`config.mk`:
```
export PLATFORM = sky130hd
export DESIGN_NAME = gpcc_ctrl
export DESIGN_NICKNAME = d
export VERILOG_FILES = /design/src/rtl/gpcc_pkg.sv /design/src/rtl/gpcc_ctrl.sv
export SDC_FILE = /design/constraint.sdc
export NUM_CORES = 1
export LEC_CHECK = 0
export BUFFER_PORTS_ARGS = -buffer_cell sky130_fd_sc_hd__buf_4
export CAP_MARGIN = 20
export CORE_MARGIN = 2
export CORE_UTILIZATION = 50
export DETAILED_ROUTE_END_ITERATION = 8
export PLACE_DENSITY = 0.91
export SLEW_MARGIN = 30
export SYNTH_ARGS = -nofsm -noshare
export SYNTH_HDL_FRONTEND = slang
export SYNTH_SLANG_ARGS = --single-unit
```
`constraint.sdc`:
```
create_clock -name clk -period 2.3 [get_ports clk]
set_input_delay 0.46 -clock clk [delete_from_list [all_inputs] [get_ports clk]]
set_output_delay 0.46 -clock clk [all_outputs]
set_load 0.01 [all_outputs]
```
`src/rtl/gpcc_pkg.sv`:
```
// Package: shared types, constants and command/status structs for the collision checker
package gpcc_pkg;

    localparam int MAX_POINTS_DEF = 256;
    localparam int MAX_SIDE_DEF   = 8;
    localparam int COORD_W        = 24;
    localparam int CFG_IDX_W      = 3;
    localparam int CFG_DATA_W     = 24;

    localparam logic [1:0] MODE_CLEAR = 2'd0;
    localparam logic [1:0] MODE_CHECK = 2'd1;
    localparam logic [1:0] MODE_PLACE = 2'd2;

    localparam logic [1:0] VERDICT_FITS  = 2'd0;
    localparam logic [1:0] VERDICT_RANGE = 2'd1;
    localparam logic [1:0] VERDICT_ITEM  = 2'd2;
    localparam logic [1:0] VERDICT_NEST  = 2'd3;

    localparam logic [2:0] REG_ITEM_RADIUS = 3'd0;
    localparam logic [2:0] REG_NEST_RADIUS = 3'd1;
    localparam logic [2:0] REG_NEST_X      = 3'd2;
    localparam logic [2:0] REG_NEST_Y      = 3'd3;
    localparam logic [2:0] REG_X_MIN       = 3'd4;
    localparam logic [2:0] REG_X_MAX       = 3'd5;
    localparam logic [2:0] REG_Y_MIN       = 3'd6;
    localparam logic [2:0] REG_Y_MAX       = 3'd7;

    typedef struct packed {
        logic [1:0]         mode;
        logic signed [23:0] corner_x;
        logic signed [23:0] corner_y;
        logic [3:0]         grid_rows;
        logic [3:0]         grid_cols;
    } in_item_t;

    typedef struct packed {
        logic [1:0] verdict;
        logic [8:0] stored_count;
        logic       store_full;
    } out_item_t;

    // Commands from the controller to the datapath
    typedef struct packed {
        logic load;        // capture input item, reset cell indices
        logic bounds;      // evaluate bounds test (registered)
        logic cell_init;   // compute cell position of current indices
        logic pt_read;     // issue store read at point index
        logic pt_cmp;      // compare returned point
        logic nest_cmp;    // compare cell against nest
        logic pt_next;     // advance point index
        logic cell_next;   // advance cell indices, clear point index
        logic write_cell;  // append current cell to store
        logic clear;       // empty store
    } cmd_t;

    // Status back to the controller
    typedef struct packed {
        logic       out_of_range;
        logic       hit;        // latest compare hit
        logic       pt_last;    // point index at last stored point
        logic       no_points;  // store empty
        logic       cell_last;  // current cell is the last
        logic       no_cells;   // grid has no cells
        logic       full;       // store cannot take another point
        logic [1:0] mode;
    } stat_t;

endpackage

```
`src/rtl/gpcc_ctrl.sv`:
```
// Controller: sequences clear, check and place over cells and stored points
module gpcc_ctrl (
    input  logic                clk,
    input  logic                rst_n,
    input  logic                in_valid,
    output logic                in_stall,
    output logic                out_valid,
    input  logic                out_stall,
    input  gpcc_pkg::stat_t     stat,
    output gpcc_pkg::cmd_t      cmd,
    output logic                result_load,
    output logic [1:0]          verdict
);

    localparam logic [3:0] S_IDLE   = 4'd0;
    localparam logic [3:0] S_DISP   = 4'd1;
    localparam logic [3:0] S_BCHK   = 4'd2;
    localparam logic [3:0] S_CELL   = 4'd3;
    localparam logic [3:0] S_RD     = 4'd4;
    localparam logic [3:0] S_CMP    = 4'd5;
    localparam logic [3:0] S_SQ     = 4'd6;
    localparam logic [3:0] S_HIT    = 4'd7;
    localparam logic [3:0] S_NSQ    = 4'd8;
    localparam logic [3:0] S_NHIT   = 4'd9;
    localparam logic [3:0] S_PCELL  = 4'd10;
    localparam logic [3:0] S_PWR    = 4'd11;
    localparam logic [3:0] S_DONE   = 4'd12;
    localparam logic [3:0] S_NCMP   = 4'd13;

    logic [3:0] state_reg, state_next;
    logic [1:0] verdict_reg, verdict_next;
    logic       out_valid_reg, out_valid_next;

    assign in_stall  = (state_reg != S_IDLE);
    assign out_valid = out_valid_reg;
    assign verdict   = verdict_reg;

    always_comb
    begin
        state_next     = state_reg;
        verdict_next   = verdict_reg;
        out_valid_next = out_valid_reg && out_stall;
        result_load    = 1'b0;
        cmd            = '0;
        case (state_reg)
            S_IDLE:
            begin
                if (in_valid && !in_stall)
                begin
                    cmd.load     = 1'b1;
                    verdict_next = gpcc_pkg::VERDICT_FITS;
                    state_next   = S_DISP;
                end
            end
            S_DISP:
            begin
                case (stat.mode)
                    gpcc_pkg::MODE_CLEAR:
                    begin
                        cmd.clear  = 1'b1;
                        state_next = S_DONE;
                    end
                    gpcc_pkg::MODE_CHECK:
                    begin
                        cmd.bounds = 1'b1;
                        state_next = S_BCHK;
                    end
                    gpcc_pkg::MODE_PLACE: state_next = stat.no_cells ? S_DONE : S_PCELL;
                    default: state_next = S_DONE;
                endcase
            end
            S_BCHK:
            begin
                if (stat.out_of_range)
                begin
                    verdict_next = gpcc_pkg::VERDICT_RANGE;
                    state_next   = S_DONE;
                end
                else if (stat.no_cells)
                    state_next = S_DONE;
                else
                    state_next = S_CELL;
            end
            S_CELL:
            begin
                cmd.cell_init = 1'b1;
                state_next    = stat.no_points ? S_NCMP : S_RD;
            end
            S_RD:
            begin
                cmd.pt_read = 1'b1;
                state_next  = S_CMP;
            end
            S_CMP:
            begin
                cmd.pt_cmp = 1'b1;
                state_next = S_SQ;
            end
            S_SQ: state_next = S_HIT;
            S_HIT:
            begin
                if (stat.hit)
                begin
                    verdict_next = gpcc_pkg::VERDICT_ITEM;
                    state_next   = S_DONE;
                end
                else if (stat.pt_last)
                    state_next = S_NCMP;
                else
                begin
                    cmd.pt_next = 1'b1;
                    state_next  = S_RD;
                end
            end
            S_NCMP:
            begin
                cmd.nest_cmp = 1'b1;
                state_next   = S_NSQ;
            end
            S_NSQ: state_next = S_NHIT;
            S_NHIT:
            begin
                if (stat.hit)
                begin
                    verdict_next = gpcc_pkg::VERDICT_NEST;
                    state_next   = S_DONE;
                end
                else if (stat.cell_last)
                    state_next = S_DONE;
                else
                begin
                    cmd.cell_next = 1'b1;
                    state_next    = S_CELL;
                end
            end
            S_PCELL:
            begin
                cmd.cell_init = 1'b1;
                state_next    = S_PWR;
            end
            S_PWR:
            begin
                cmd.write_cell = 1'b1;
                if (stat.full)
                    verdict_next = verdict_reg;
                if (stat.cell_last)
                    state_next = S_DONE;
                else
                begin
                    cmd.cell_next = 1'b1;
                    state_next    = S_PCELL;
                end
            end
            S_DONE:
            begin
                // Hold until the output register is free or being transferred
                if (!out_valid_reg || !out_stall)
                begin
                    result_load    = 1'b1;
                    out_valid_next = 1'b1;
                    state_next     = S_IDLE;
                end
            end
            default: state_next = S_IDLE;
        endcase
    end

    always_ff @(posedge clk or negedge rst_n)
    begin
        if (!rst_n)
        begin
            state_reg     <= S_IDLE;
            verdict_reg   <= gpcc_pkg::VERDICT_FITS;
            out_valid_reg <= 1'b0;
        end
        else
        begin
            state_reg     <= state_next;
            verdict_reg   <= verdict_next;
            out_valid_reg <= out_valid_next;
        end
    end

`ifndef SYNTH
    a_no_accept_busy: assert property (@(posedge clk) disable iff (!rst_n)
        (state_reg != S_IDLE) |-> in_stall)
        else $error("input open while busy");
    a_done_valid: assert property (@(posedge clk) disable iff (!rst_n)
        ((state_reg == S_DONE) && (!out_valid_reg || !out_stall)) |=> out_valid_reg)
        else $error("result not presented");
    a_one_hot_cmd: assert property (@(posedge clk) disable iff (!rst_n)
        $onehot0({cmd.load, cmd.clear, cmd.write_cell, cmd.pt_read, cmd.nest_cmp}))
        else $error("conflicting commands");
`endif

endmodule

```
# After elaboration in Yosys (flattened, before gate mapping)
# Cells that the tools add are included.
[word_totals]
reg_bits = 7
input_bits = 13
output_inout_bits = 15
[op_classes]
eq_ne = 20
mux = 39
reduce_logical = 13
[op_table]
columns = ["cell", "count"]
rows = [
  ["4-bit one-hot mux with 14 select lines", 1],
  ["4-bit two-way mux", 9],
  ["4-bit == test, second input constant", 6],
  ["1-bit two-way mux", 20],
  ["4-bit by 3-bit == test with 1-bit output, second input constant", 4],
  ["2-bit != test, second input constant", 5],
  ["4-bit by 2-bit == test with 1-bit output, second input constant", 2],
  ["2-bit two-way mux", 4],
  ["2-bit one-hot mux with 4 select lines", 1],
  ["4-bit one-hot mux with 2 select lines", 1],
  ["4-bit nonzero test", 2],
  ["3-bit two-way mux", 2],
  ["5-bit AND reduction", 1],
  ["4-bit by 1-bit == test with 1-bit output, second input constant", 1],
  ["4-bit zero test", 1],
  ["1-bit zero test", 3],
  ["2-bit by 1-bit == test with 1-bit output, second input constant", 1],
  ["2-bit == test, second input constant", 1],
  ["1-bit logical AND", 2],
  ["2-bit zero test", 1],
  ["1-bit one-hot mux with 2 select lines", 1],
  ["2-bit AND reduction", 1],
  ["2-bit OR reduction", 1],
  ["1-bit logical OR", 1],
]

# Logic depth before layout (Yosys ltp)
# Gate-level depths: netlist (run 1).
[logic_depth]
ltp_word = 5
depth_mapped = 6
mapped_depth_nobuf = 6

# Worst setup path before layout (run 1)
# No wires, ideal clock.
[synth_timing]
path_kind = "register to output"
start = "register state_reg[3]"
end = "output cmd[3] in the netlist's numbering"
arrival_time_ns = 1.221
required_ns = 1.840
path_slack_ns = 0.619
stages_incl_launch_ff = 5
cell_sequence = "dfrtp_1 buf_2 buf_4 nand2b_1 nor4_1"
[synth_rtl]
columns = ["item", "line_no", "text"]
rows = [
  ["start, declared", "gpcc_ctrl.sv:30", "logic [3:0] state_reg, state_next;"],
  ["start signal, assigned", "gpcc_ctrl.sv:178", "state_reg <= state_next;"],
  ["end, declared", "gpcc_ctrl.sv:10", "output gpcc_pkg::cmd_t cmd,"],
]

==> results.json, run 1 <==
{
  "status": "complete, no violations",
  "drc_errors": 0,
  "crit_fanout": 16,
  "finalHoldViolCount": 0,
  "seq_area_frac_synth": 0.229,
  "root_buffer": "clkbuf_4",
  "grt_setup_unrepaired": "false",
  "cp.arrival_ns": 1.64,
  "fillerInstances": 134,
  "die_h_um": 43.1,
  "cts_tree": "yes",
  "first_iter_violations": 31,
  "crit_slowest_cell": "dfrtp_1",
  "total_power_mw": 1.08,
  "tns_ns": 0,
  "htreeDepth": 1,
  "cts.clk_slew.worst_paths_ns": 0.05,
  "slew_headroom": 0.624,
  "cts_max_path_buffers": 2,
  "fin_hold_ws_ns": 0.00905,
  "syn_area_per_cell_um2": 7.72,
  "setup_violations": 0,
  "ant_nets": 0,
  "core-area_um2": 1470,
  "p_per_area_nw_per_um2": 1120,
  "ir_drop_mv": 0.456,
  "die_area_um2": 1860,
  "post_cts_buffers": 0,
  "gr-usage-all-layers": 0.227,
  "critPathKind": "reg -> out",
  "period_share": 0.912,
  "synth_cells": 99,
  "largest_register_ffs": 4,
  "crit_family": "simple AND/OR/NAND/NOR gates",
  "wl_per_cell_um": 14.2,
  "synth_fp_nets": 116,
  "dpl.hpwl_um": 1550,
  "grt.overflow.total": 0,
  "synth_cell_type_count": 35,
  "p_leak_nw": 0.460,
  "ys_seq_elements": 7,
  "area_growth_pct": 26.0,
  "drive_gt1_frac": 0.274,
  "routed_via_density": 5.99,
  "cts_resized": 0,
  "netlist_area_um2": 764,
  "finalClockSkew_ns": 0.00495,
  "worst_slew_pin_slew_ns": 0.564,
  "required_ns": 1.84,
  "antenna_found_initial": 0,
  "max_freq_mhz": 477,
  "start_kind": "flop",
  "ios": 28,
  "nNetsFinal": 142,
  "ctsHoldBuffers": 0,
  "drtPass1Iterations": 4,
  "drv_slew": 0,
  "first_global_vias": 721,
  "hold_path_class": "in -> async",
  "vias": 839,
  "clock_latency_ns": 0.25,
  "fin_crit_ns": 2.10,
  "cp_slowest_stage_delay_ns": 0.54,
  "die_w_um": 43.1,
  "clock_sinks": 7,
  "start_util": 0.520,
  "end_kind": "output pin",
  "grt_max_degree": 19,
  "ys_warn_count": 0,
  "antenna_cells": 0,
  "place_congestion": 0.945,
  "cap_viol_max_count": 0,
  "grt_pass1_wl_um": 3170,
  "cp_cell_sequence": "and2b_1, nand2_1, nor3_1, buf_4",
  "portBuffers": 26,
  "rows": 14,
  "cts-buffers-inserted": 3,
  "wl_um": 1980,
  "path_buf_inv": 1
}
==> per-layer routing <==
layer	vias up	global-route usage	routed length [µm]
li1	404	-	-
met1	376	0.268	763
met2	49	0.394	1000
met3	10	0.0426	159
met4	0	0.0970	56
met5	-	0	0
==> final timing paths <==
| check | from | depth (start not counted) | end | slack, ns |
|---|---|---|---|---|
| max | state_reg[2]$_DFFE_PN0P_ | 4 | cmd[2] | 0.20 |
| min | rst_n | 1 | verdict[1]$_DFFE_PN0P_ | 0.009 |
| max reg2reg | state_reg[3]$_DFFE_PN0P_ | 5 | state_reg[1]$_DFFE_PN0P_ | 0.69 |
| min reg2reg | verdict[0]$_DFFE_PN0P_ | 2 | verdict[0]$_DFFE_PN0P_ | 0.50 |
| max in group asynchronous | rst_n | 1 | state_reg[2]$_DFFE_PN0P_ | 2.17 |
| min in group clk | out_stall | 3 | out_valid$_DFF_PN0_ | 0.46 |
==> kinds of logic after synthesis <==
| logic type | after synthesis | synth area share |
|---|---|---|
| and+or+nand+nor | 50 | 0.363 |
| DFF | 7 | 0.229 |
| muxes | 3 | 0.0409 |
| AOI/OAI and AO/OA | 23 | 0.195 |
| buffers and inverters | 11 | 0.0949 |
| xor gates and xnor gates | 1 | 0.0115 |
| adders and majority gates | 4 | 0.0655 |
==> cells in the mapped netlist <==
| library cell | instances | area, µm² |
|---|---|---|
| o21ai_0 | 5 | 25.0 |
| buf_4 | 4 | 30.0 |
| nand2_1 | 10 | 37.5 |
| o21bai_1 | 1 | 7.51 |
| buf_2 | 1 | 5.00 |
| buf_6 | 2 | 22.5 |
| or2_2 | 1 | 6.26 |
| mux2_2 | 1 | 11.3 |
| a32oi_1 | 1 | 8.76 |
| nor4_1 | 1 | 6.26 |
| a41oi_1 | 1 | 8.76 |
| ha_1 | 4 | 50.1 |
| and3_1 | 4 | 25.0 |
| xnor2_1 | 1 | 8.76 |
| o21a_1 | 1 | 7.51 |
| nand3_1 | 2 | 10.0 |
| mux2i_1 | 2 | 20.0 |
| nor2_1 | 10 | 37.5 |
| nand2b_1 | 4 | 25.0 |
| a21oi_1 | 8 | 40.0 |
| dfrtp_1 | 7 | 175 |
| nand4_1 | 1 | 6.26 |
| o211ai_1 | 1 | 7.51 |
| o31ai_1 | 1 | 7.51 |
| nor3_1 | 3 | 15.0 |
| and2b_1 | 2 | 15.0 |
| a2bb2oi_1 | 2 | 17.5 |
| nand3b_1 | 3 | 22.5 |
| nor2b_1 | 6 | 37.5 |
| nand4bb_1 | 1 | 11.3 |
| nor4b_2 | 1 | 15.0 |
| nor3b_1 | 1 | 7.51 |
| a222oi_1 | 1 | 10.0 |
| inv_1 | 4 | 15.0 |
| o311ai_1 | 1 | 8.76 |
==> cell type report <==
cell class	count	area [µm²]	area share
multi-input cells	81	517	0.536
repair buffers	28	210	0.218
flip-flops and latches	7	175	0.182
clock buffers	4	26.3	0.0273
well taps	16	20.0	0.0208
inverters	4	15.0	0.0156
==> worst register-to-register path, delay by kind of cell, from the launching register on <==
family,cells,cell delay (ns)
AOI/OAI and AO/OA,1,0.14
buffers and inverters,1,0.22
DFF,1,0.49
and+or+nand+nor,3,0.67
==> where the power goes <==
| group | switching [mW] | total, mW | internal (mW) |
|---|---|---|---|
| Sequential | 0.148 | 0.327 | 0.180 |
| Combinational | 0.317 | 0.639 | 0.322 |
| Clock | 0.0436 | 0.110 | 0.0661 |
| Total | 0.508 | 1.08 | 0.568 |
==> cell usage in the layout, fill, tap and decap left out, types with 2 or more instances in the layout <==
cell	Yosys	routed
nand3_1	2	2
ha_1	4	4
inv_1	4	4
a21oi_1	8	8
nor3_1	3	3
nand3b_1	3	3
nand2b_1	4	4
clkbuf_4	0	3
buf_4	4	28
mux2i_1	2	2
o21ai_0	5	5
and3_1	4	4
and2b_1	2	2
a2bb2oi_1	2	2
nor2_1	10	10
nor2b_1	6	6
dfrtp_1	7	7
nand2_1	10	10
==> stage by stage <==
step | cell area, µm² | worst slack (ns) | std cells | utilization
2_1_floorplan | 764 | 0.619 | 99 | -
3_3_place_gp | 937 | 0.582 | 136 | 0.637
3_5_place_dp | 937 | 0.483 | 136 | 0.637
4_1_cts | 963 | 0.223 | 140 | 0.655
5_1_grt | 963 | 0.112 | 140 | 0.655
6_report | 963 | 0.202 | 140 | 0.655
(Power assumes the default switching activity.)
==> run 2, diff against run 1 <==
Settings changed: CORE_UTILIZATION 50 to 48, CTS_BUF_LIST from default to sky130_fd_sc_hd__clkbuf_8 sky130_fd_sc_hd__clkbuf_16, GPL_TIMING_DRIVEN from default to 0, PLACE_DENSITY 0.91 to 0.88.
Clock period 2.3 ns to 2 ns, I/O delays scaled along.
==> run 2 against run 1 <==
Compared with the run above:
- design area rose by 8.3%
- combinational power rose by 50%
- first-iteration DRC count rose by 61%
- worst hold slack improved by 0.41 ns
- sequential power fell by 24%
- highest routed layer unchanged
- critical path type unchanged
- sequential share of layout area fell by 1.4 points
- worst setup slack got worse by 0.097 ns
- largest power group unchanged
- clock power rose by 75%
- die area rose by 3.8%
- cell count rose by 4.3%
==> results.json, run 2 (same netlist as run 1, synthesis figures left out) <==
{
  "status": "complete, no violations",
  "area_growth_pct": 36.5,
  "ant_nets": 0,
  "cts_tree": "yes",
  "total_power_mw": 1.40,
  "drtPass1Iterations": 4,
  "cts_max_path_buffers": 2,
  "p_leak_nw": 0.503,
  "cap_viol_max_count": 0,
  "drc_errors": 0,
  "slew_headroom": 0.810,
  "fin_crit_ns": 1.90,
  "place_congestion": 0.829,
  "die_h_um": 43.9,
  "end_kind": "output pin",
  "largest_register_ffs": 4,
  "drive_gt1_frac": 0.315,
  "fin_hold_ws_ns": 0.421,
  "cts-buffers-inserted": 3,
  "antenna_cells": 0,
  "design_area_um2": 1040,
  "portBuffers": 26,
  "cts.clk_slew.worst_paths_ns": 0.04,
  "crit_fanout": 10,
  "gr-usage-all-layers": 0.241,
  "drv_slew": 0,
  "placed_area_um2": 980,
  "cp.arrival_ns": 1.50,
  "vias": 857,
  "ios": 28,
  "die_w_um": 43.9,
  "p_per_area_nw_per_um2": 1340,
  "nNetsFinal": 148,
  "final_common_cell": "buf_4",
  "clock_sinks": 7,
  "clock_latency_ns": 0.23,
  "layout_setup_ws_ns": 0.105,
  "grt_setup_unrepaired": "false",
  "htreeDepth": 1,
  "setup_violations": 0,
  "grt_max_degree": 11,
  "wl_um": 2070,
  "dpl.hpwl_um": 1600,
  "start_util": 0.507,
  "tns_ns": 0,
  "root_buffer": "clkbuf_8",
  "ir_drop_mv": 0.840,
  "final_cell_mix": "30 x buf_4, 10 x nand2_1, 9 x nor2_1",
  "antenna_found_initial": 0,
  "grt.overflow.total": 0,
  "hold_path_class": "in -> reg",
  "die_area_um2": 1930,
  "critPathKind": "reg -> out",
  "wl_per_cell_um": 14.2,
  "start_kind": "flop",
  "max_freq_mhz": 528,
  "required_ns": 1.60,
  "core-area_um2": 1510,
  "worst_slew_pin_slew_ns": 0.284,
  "finalClockSkew_ns": 0.00272,
  "period_share": 0.948,
  "grt_pass1_wl_um": 3480,
  "finalHoldViolCount": 0,
  "first_global_vias": 776,
  "routed_via_density": 5.87,
  "place_ws_ns": 0.303,
  "first_iter_violations": 50,
  "rows": 14
}
[run 2: routing by layer]
layer / global-route usage / up-vias / share of wire
met3: 0.0667 / 2 / 0.078
li1: - / 414 / -
met4: 0.0485 / 0 / 0.0063
met1: 0.323 / 401 / 0.43
met5: 0 / - / 0
met2: 0.388 / 40 / 0.48
[run 2: worst paths after layout]
| kind | start | end | slack (ns) | depth (start not counted) |
|---|---|---|---|---|
| max in group asynchronous | rst_n | state_reg[2]$_DFFE_PN0P_ | 1.36 | 2 |
| worst min register to register | verdict[0]$_DFFE_PN0P_ | verdict[0]$_DFFE_PN0P_ | 0.51 | 2 |
| min in group asynchronous | rst_n | state_reg[0]$_DFFE_PN0P_ | 0.52 | 2 |
| worst max register to register | state_reg[1]$_DFFE_PN0P_ | state_reg[3]$_DFFE_PN0P_ | 0.61 | 5 |
| worst min-delay path | out_stall | out_valid$_DFF_PN0_ | 0.42 | 3 |
| worst max-delay path | state_reg[3]$_DFFE_PN0P_ | cmd[3] | 0.10 | 5 |
[run 2: what timing repair did]
item	in CTS	in global routing
hold buffers	1	0
endpoints found under the hold margin	7	0
gates resized for setup	0	2
endpoints found under the setup margin	0	2
setup buffers	0	0
[run 2: layout make-up]
cell class / count / area (µm²)
clock buffer: 3 / 41.3
sequential: 7 / 175
tap: 16 / 20.0
timing repair buffer: 27 / 205
fill: 129 / 463
multi-input combinational: 81 / 526
clock inverter: 1 / 3.75
buffer: 7 / 57.6
inverter: 4 / 15.0
[run 2: where the power goes]
group / internal, mW / switching [mW] / leakage [nW] / total, mW
combinational: 0.441 / 0.520 / 0.387 / 0.961
clock: 0.133 / 0.0605 / 0.0269 / 0.193
sequential: 0.209 / 0.0396 / 0.0893 / 0.248
[run 2: worst max-delay path, cell delays in order (launching register included)]
cell and delay, ns:
dfrtp_1 0.34, buf_2 0.17, buf_4 0.18, nand2b_1 0.19, nor4_2 0.22, buf_4 0.16
[run 2: per-stage QoR]
step,instances,util
2_1_floorplan,99,-
3_3_place_gp,141,0.650
3_5_place_dp,141,0.650
4_1_cts,146,0.687
5_1_grt,146,0.693
6_report,146,0.693
